==> src/rtl/core/paac_pkg.sv <==
`timescale 1ns / 1ps
package paac_pkg;

    localparam int MAX_SEQUENCE = 1024;
    localparam int SEQ_AW       = $clog2(MAX_SEQUENCE);
    localparam int LEN_W        = SEQ_AW + 1;
    localparam int ALPHABET     = 24;
    localparam int SYM_W        = 5;
    localparam int MAX_PROPS    = 4;
    localparam int PROP_W       = 2;
    localparam int PC_W         = 3;
    localparam int MAX_LAG      = 10;
    localparam int LAG_W        = 4;
    localparam int SC_W         = 5;
    localparam int TAB_DEPTH    = MAX_PROPS * ALPHABET * ALPHABET;
    localparam int TAB_AW       = $clog2(TAB_DEPTH);
    localparam int MAX_FEAT     = 64;
    localparam int FEAT_W       = 6;
    localparam int CNT_W        = LEN_W;
    localparam int VAL_W        = 16;
    localparam int RAW_W        = 34;
    localparam int SUM_W        = 40;
    localparam int ACC_W        = 28;
    localparam int PROD_W       = 45;
    localparam int DVD_W        = 57;
    localparam int DVS_W        = 40;
    localparam int DIV_CW       = 6;
    localparam int SPAN_W       = LEN_W + 2;
    localparam int PERCENT      = 100;
    localparam int COMP_SHIFT   = 24;
    localparam int NORM_SHIFT   = 16;
    localparam int OUT_W        = 32;
    localparam int CFG_IDX_W    = 3;
    localparam int CFG_DATA_W   = 16;

    localparam logic [CFG_IDX_W-1:0] REG_MODE   = 3'd0;
    localparam logic [CFG_IDX_W-1:0] REG_LAG    = 3'd1;
    localparam logic [CFG_IDX_W-1:0] REG_WEIGHT = 3'd2;
    localparam logic [CFG_IDX_W-1:0] REG_PROPS  = 3'd3;
    localparam logic [CFG_IDX_W-1:0] REG_SYMS   = 3'd4;

    localparam logic [1:0] MODE_PER_PROP = 2'd2;

    localparam logic CMD_LOAD    = 1'b0;
    localparam logic CMD_RESIDUE = 1'b1;

    typedef struct packed {
        logic                    command;
        logic [1:0]              table_select;
        logic [4:0]              table_row;
        logic [4:0]              table_col;
        logic signed [VAL_W-1:0] table_value;
        logic [4:0]              residue;
        logic                    sequence_end;
    } in_item_t;

    typedef struct packed {
        logic [FEAT_W-1:0]       feature_index;
        logic signed [OUT_W-1:0] feature_value;
        logic                    error;
        logic                    final_res;
    } out_item_t;

    typedef enum logic [4:0] {
        S_IDLE,
        S_CHECK,
        S_ERR,
        S_COMP,
        S_COMP_W,
        S_LAG_INIT,
        S_SEQ,
        S_SEQB,
        S_TAB,
        S_TAB_W,
        S_MUL,
        S_LDIV,
        S_LDIV_W,
        S_NORM_RD,
        S_NORM,
        S_NORM_W,
        S_DONE
    } ctrl_state_t;

    typedef struct packed {
        logic              busy;
        logic              cnt_clear;
        logic              s_clear;
        logic              comp_start;
        logic              lag_clear;
        logic              seq_first;
        logic              seq_cap;
        logic              acc_en;
        logic              mul_en;
        logic              lag_start;
        logic              raw_we;
        logic              norm_start;
        logic              emit;
        logic              emit_zero;
        logic              emit_err;
        logic              final_res;
        logic [FEAT_W-1:0] feat;
        logic [LEN_W-1:0]  j;
        logic [LAG_W-1:0]  m;
        logic [PROP_W-1:0] k;
        logic [PROP_W-1:0] kf;
    } ctrl_cmd_t;

    typedef struct packed {
        logic [LEN_W-1:0] len;
        logic [LAG_W-1:0] lag;
        logic [PC_W-1:0]  pc;
        logic [SC_W-1:0]  sc;
        logic             mode2;
        logic             div_done;
        logic             s_zero;
    } dp_status_t;

endpackage

==> src/rtl/core/paac_ctrl.sv <==
`timescale 1ns / 1ps
module paac_ctrl (
    input  logic                   clk,
    input  logic                   rst_n,
    input  logic                   start,
    input  paac_pkg::in_item_t     in_item,
    input  paac_pkg::dp_status_t   sts,
    output paac_pkg::ctrl_cmd_t    cmd
);
    import paac_pkg::*;

    ctrl_state_t       state_reg, state_next;
    logic [FEAT_W-1:0] feat_reg, feat_next;
    logic [FEAT_W-1:0] last_reg, last_next;
    logic [LEN_W-1:0]  j_reg, j_next;
    logic [LAG_W-1:0]  m_reg, m_next;
    logic [PROP_W-1:0] k_reg, k_next;
    logic [PROP_W-1:0] kf_reg, kf_next;
    logic              seq_end_go;
    logic [LEN_W-1:0]  span;
    logic              k_more;
    logic              kf_more;

    assign seq_end_go = start && (state_reg == S_IDLE) && (in_item.command == CMD_RESIDUE)
                        && in_item.sequence_end;
    assign span    = sts.len - LEN_W'(m_reg);
    assign k_more  = (PC_W'(k_reg) + 1'b1) < sts.pc;
    assign kf_more = sts.mode2 && ((PC_W'(kf_reg) + 1'b1) < sts.pc);

    always_comb
    begin
        state_next = state_reg;
        feat_next  = feat_reg;
        last_next  = last_reg;
        j_next     = j_reg;
        m_next     = m_reg;
        k_next     = k_reg;
        kf_next    = kf_reg;
        unique case (state_reg)
            S_IDLE:
            begin
                if (seq_end_go)
                begin
                    state_next = S_CHECK;
                end
            end
            S_CHECK:
            begin
                feat_next = '0;
                if (sts.len <= LEN_W'(sts.lag))
                begin
                    state_next = S_ERR;
                end
                else
                begin
                    state_next = S_COMP;
                end
            end
            S_ERR:      state_next = S_IDLE;
            S_COMP:     state_next = S_COMP_W;
            S_COMP_W:
            begin
                if (sts.div_done)
                begin
                    if (feat_reg == FEAT_W'(sts.sc - 1'b1))
                    begin
                        if (sts.lag == '0)
                        begin
                            last_next  = feat_reg;
                            feat_next  = '0;
                            state_next = S_NORM_RD;
                        end
                        else
                        begin
                            m_next     = LAG_W'(1);
                            feat_next  = feat_reg + 1'b1;
                            state_next = S_LAG_INIT;
                        end
                    end
                    else
                    begin
                        feat_next  = feat_reg + 1'b1;
                        state_next = S_COMP;
                    end
                end
            end
            S_LAG_INIT:
            begin
                j_next     = '0;
                k_next     = '0;
                state_next = S_SEQ;
            end
            S_SEQ:      state_next = S_SEQB;
            S_SEQB:     state_next = S_TAB;
            S_TAB:      state_next = S_TAB_W;
            S_TAB_W:
            begin
                if (k_more)
                begin
                    k_next     = k_reg + 1'b1;
                    state_next = S_TAB;
                end
                else
                begin
                    k_next = '0;
                    if ((j_reg + 1'b1) < span)
                    begin
                        j_next     = j_reg + 1'b1;
                        state_next = S_SEQ;
                    end
                    else
                    begin
                        kf_next    = '0;
                        state_next = S_MUL;
                    end
                end
            end
            S_MUL:      state_next = S_LDIV;
            S_LDIV:     state_next = S_LDIV_W;
            S_LDIV_W:
            begin
                if (sts.div_done)
                begin
                    if (kf_more)
                    begin
                        kf_next    = kf_reg + 1'b1;
                        feat_next  = feat_reg + 1'b1;
                        state_next = S_MUL;
                    end
                    else if (m_reg == sts.lag)
                    begin
                        last_next  = feat_reg;
                        feat_next  = '0;
                        state_next = S_NORM_RD;
                    end
                    else
                    begin
                        m_next     = m_reg + 1'b1;
                        feat_next  = feat_reg + 1'b1;
                        state_next = S_LAG_INIT;
                    end
                end
            end
            S_NORM_RD:  state_next = S_NORM;
            S_NORM, S_NORM_W:
            begin
                if ((state_reg == S_NORM && sts.s_zero) || (state_reg == S_NORM_W && sts.div_done))
                begin
                    if (feat_reg == last_reg)
                    begin
                        state_next = S_DONE;
                    end
                    else
                    begin
                        feat_next  = feat_reg + 1'b1;
                        state_next = S_NORM_RD;
                    end
                end
                else if (state_reg == S_NORM)
                begin
                    state_next = S_NORM_W;
                end
            end
            S_DONE:     state_next = S_IDLE;
            default:    state_next = S_IDLE;
        endcase
    end

    always_comb
    begin
        cmd           = '0;
        cmd.busy      = (state_reg != S_IDLE);
        cmd.feat      = feat_reg;
        cmd.j         = j_reg;
        cmd.m         = m_reg;
        cmd.k         = k_reg;
        cmd.kf        = kf_reg;
        cmd.final_res = (feat_reg == last_reg);
        unique case (state_reg)
            S_CHECK:    cmd.s_clear = 1'b1;
            S_ERR:
            begin
                cmd.emit_err  = 1'b1;
                cmd.cnt_clear = 1'b1;
            end
            S_COMP:     cmd.comp_start = 1'b1;
            S_COMP_W:   cmd.raw_we     = sts.div_done;
            S_LAG_INIT: cmd.lag_clear  = 1'b1;
            S_SEQ:      cmd.seq_first  = 1'b1;
            S_SEQB:     cmd.seq_cap    = 1'b1;
            S_TAB_W:    cmd.acc_en     = 1'b1;
            S_MUL:      cmd.mul_en     = 1'b1;
            S_LDIV:     cmd.lag_start  = 1'b1;
            S_LDIV_W:   cmd.raw_we     = sts.div_done;
            S_NORM:
            begin
                cmd.emit       = sts.s_zero;
                cmd.emit_zero  = sts.s_zero;
                cmd.norm_start = !sts.s_zero;
            end
            S_NORM_W:   cmd.emit      = sts.div_done;
            S_DONE:     cmd.cnt_clear = 1'b1;
            default:    cmd.busy      = (state_reg != S_IDLE);
        endcase
    end

    always_ff @(posedge clk or negedge rst_n)
    begin
        if (!rst_n)
        begin
            state_reg <= S_IDLE;
            feat_reg  <= '0;
            last_reg  <= '0;
            j_reg     <= '0;
            m_reg     <= '0;
            k_reg     <= '0;
            kf_reg    <= '0;
        end
        else
        begin
            state_reg <= state_next;
            feat_reg  <= feat_next;
            last_reg  <= last_next;
            j_reg     <= j_next;
            m_reg     <= m_next;
            k_reg     <= k_next;
            kf_reg    <= kf_next;
        end
    end

`ifndef SYNTHESIS
    a_no_emit_idle: assert property (@(posedge clk) disable iff (!rst_n)
        (state_reg == S_IDLE) |-> !(cmd.emit || cmd.emit_err))
        else $error("result strobe while idle");

    a_done_in_wait: assert property (@(posedge clk) disable iff (!rst_n)
        sts.div_done |-> (state_reg == S_COMP_W || state_reg == S_LDIV_W
                          || state_reg == S_NORM_W))
        else $error("divider finished outside a wait state");

    a_err_to_idle: assert property (@(posedge clk) disable iff (!rst_n)
        (state_reg == S_ERR) |=> (state_reg == S_IDLE))
        else $error("error beat not followed by idle");

    a_prop_range: assert property (@(posedge clk) disable iff (!rst_n)
        (state_reg == S_TAB_W) |-> (PC_W'(k_reg) < sts.pc))
        else $error("property index beyond count");
`endif

endmodule

==> config.mk <==
export PLATFORM = sky130hd
export DESIGN_NAME = paac_ctrl
export DESIGN_NICKNAME = d
export VERILOG_FILES = /design/src/rtl/core/paac_pkg.sv /design/src/rtl/core/paac_ctrl.sv
export SDC_FILE = /design/constraint.sdc
export NUM_CORES = 1
export LEC_CHECK = 0
export BUFFER_PORTS_ARGS = -buffer_cell sky130_fd_sc_hd__buf_2
export CORE_MARGIN = 5
export CORE_UTILIZATION = 51
export CTS_BUF_LIST = sky130_fd_sc_hd__clkbuf_8
export DETAILED_ROUTE_END_ITERATION = 16
export GPL_TIMING_DRIVEN = 0
export HOLD_SLACK_MARGIN = 0.08
export PLACE_DENSITY_LB_ADDON = 0.12
export SLEW_MARGIN = 20
export SYNTH_ARGS = -nofsm -noshare
export SYNTH_HDL_FRONTEND = slang
export SYNTH_SLANG_ARGS = --single-unit
==> constraint.sdc <==
create_clock -name clk -period 3.4 [get_ports clk]
set_input_delay 0.68 -clock clk [delete_from_list [all_inputs] [get_ports clk]]
set_output_delay 0.68 -clock clk [all_outputs]
set_load 0.01 [all_outputs]
==> metrics.csv <==
metric,value,unit
synth-seq-area-share,0.275,
synth_area,3270,sq um
skew,0.00693,ns
p_int,1.13,mW
vias_per_cell,5.71,
power.density,503,nW/um^2
synth_nets,492,
grt_pass1_wl,14400,microns
crit_family,compound AO/OA/AOI/OAI gates,
areaGrowthSynthToFinish,22.6,%
grt_use_total,0.209,
async_flop_share,1.00,
cts_root_buf,clkbuf_8,
synth_ff_type,dfrtp_1,
htreeDepth,2,
dp_slack,-0.433,ns
core,6280,sq um
hp-class,input port to async pin,
p_leak,2.12,nW
gp_congestion,0.924,
finalCritPeriodShare,0.968,
ios,105,
grt_overflow,0,
first_pass_iters,4,
cp-end-kind,register,
setup.worst_path.class,input port to register,
synth_enable_flop_cells,0,
synth_top_area_cell,dfrtp_1,
maxSlewHeadroom,0.432,
cts_sinks,36,
largest_reg_flops,11,
critPathMaxStageDelay,0.39,ns
ys_warn_count,0,
post_drt_wl_per_cell,15.5,microns
antenna_found_initial,0,
clkLatencyLatePin,0.30,ns
ir_drop,295,uV
status,finished clean,
crit_buf_inv,5,
die_h,90.1,microns
required,3.59,ns
drive_gt1_frac,0.280,
holdWs,0.485,ns
grt_max_degree,37,
final_area,4010,sq um
place_area,3720,sq um
dieArea,8110,sq um
crit_arrival,3.48,ns
start_util,0.521,
grt_pass1_vias,3150,
clockBufferDepth,2,
path_max_fanout,7,
wirelength,8680,microns
hold_viol,0,
period_needed,3.29,ns
timing.final.max_slew_violations,0,
cts_buffers,5,
drc,0,
netlist.area_leader.share,0.275,
cp-start-kind,input port,
setup_ws,0.109,ns
netlist_instances,399,
final_cell_mix,"buf_2, nand2_1, dfrtp_1, nor2_1, ha_1",
io_buffer_count,71,
timing.max_cap.violations,0,
fin_setup_tns,0,ns
setup_viol,0,
clkPwrFrac,0.195,
cts_tree,done,
power.switching,886,uW
crit_top_cell,a21o_1,
cts.clk_slew.worst_paths,0.08,ns
path_cells,"buf_6, inv_4, ha_4, inv_2, fa_2, a21oi_2, nor2b_2, nor2_2, xnor2_1, ha_1, a21o_1, a21o_1, a221oi_4, o211ai_1, buf_4, clkbuf_16, nand3_2, nand2_1",
syn_area_per_cell,8.20,sq um
p_seq_frac,0.273,
via_count,3190,
max_freq,304,MHz
drt_iter0_drc,231,
slowest_stage,fa_2,
power.share.switching,0.439,
nets,574,
yosysUniqueCellTypes,58,
yosys-top-cells-area,"dfrtp_1, ha_1, xor2_1",
worstMarginPinSlew,0.852,ns
dpl.hpwl,6660,microns
antenna_cells,0,
die_w,90.1,microns
mostFrequentLayoutCell,buf_2,
ant_nets,0,
combPwrFrac,0.532,
synth-seq-cells,36,
num_rows,29,
cts_hold_buf,0,
finalPower,2.02,mW
-- cells by family after synthesis --
| logic type | Yosys count | share of synthesized area |
|---|---|---|
| buf+inv | 40 | 0.0486 |
| flops | 36 | 0.275 |
| fa+ha+maj | 29 | 0.113 |
| compound gates | 79 | 0.171 |
| simple gates | 175 | 0.278 |
| mux | 9 | 0.0306 |
| xor+xnor | 31 | 0.0830 |
-- cell type report --
class,instances,area (sq um)
buffer,16,81.3
clock buffer,5,68.8
clock inverter,3,42.5
fill,553,2270
inverter,24,92.6
multi-input combinational,323,2310
sequential,36,903
tap,77,96.3
timing repair buffer,75,413
-- layer usage --
metal,vias to the layer above,part of all wire,GRT usage
met1,1524,0.42,0.252
met3,11,0.043,0.0342
met5,-,0,0
met4,0,0.013,0.0707
li1,1584,-,-
met2,71,0.52,0.373
-- worst register-to-register path, cell delays in order (launching register included) --
cell       delay (ns)
dfrtp_2          0.46
ha_4             0.16
inv_2            0.04
fa_2             0.39
a21oi_2          0.15
nor2b_2          0.06
nor2_2           0.11
xnor2_1          0.15
ha_1             0.29
a21o_1           0.19
a21o_1           0.18
a221oi_4         0.33
o211ai_1         0.15
buf_4            0.19
clkbuf_16        0.16
nand3_2          0.07
nand2_1          0.06
-- synthesized netlist by cell type, drive strengths merged, types with 6 or more instances --
master / instances
nand2: 37
dfrtp: 36
nor2: 35
ha: 28
inv: 24
nand3: 20
xor2: 16
a21oi: 15
nand2b: 15
nor3: 15
o21ai: 15
xnor2: 15
a21o: 9
clkbuf: 9
nor2b: 9
or2: 9
mux2: 8
buf: 7
nand4: 6
-- metrics by stage --
step	util	std cells
after floorplan	-	399
after global placement	0.593	547
after detailed placement	0.593	547
after CTS	0.613	556
after global routing	0.639	559
final	0.639	559
-- power by group through the flow --
stage / Clock [mW] / Sequential [mW] / Combinational [mW]
3_5_place_dp: 0 / 0.555 / 1.03
5_1_grt: 0.420 / 0.562 / 1.20
4_1_cts: 0.402 / 0.547 / 1.04
3_3_place_gp: 0 / 0.554 / 1.01
6_report: 0.393 / 0.551 / 1.07
2_1_floorplan: 0 / 0.558 / 0.718
-- final timing paths --
check,from,end,slack (ns),depth (start not counted)
worst max-delay path,sts[15],j_reg[6],0.11,18
worst min-delay path,rst_n,j_reg[5],0.48,1
worst max register to register,m_reg[0],j_reg[6],0.16,16
worst min register to register,last_reg[5],last_reg[5],0.53,1
max in group asynchronous,rst_n,m_reg[0],2.32,1
min in group clk,last_reg[5],last_reg[5],0.53,1
-- repair_timing --
item,in CTS,in global routing
buffers inserted,1,2
gates resized for setup,2,33
gates cloned,0,1
setup endpoints to repair,9,15
pin swaps,1,12
Note: power is estimated with default switching activity, not from simulation.
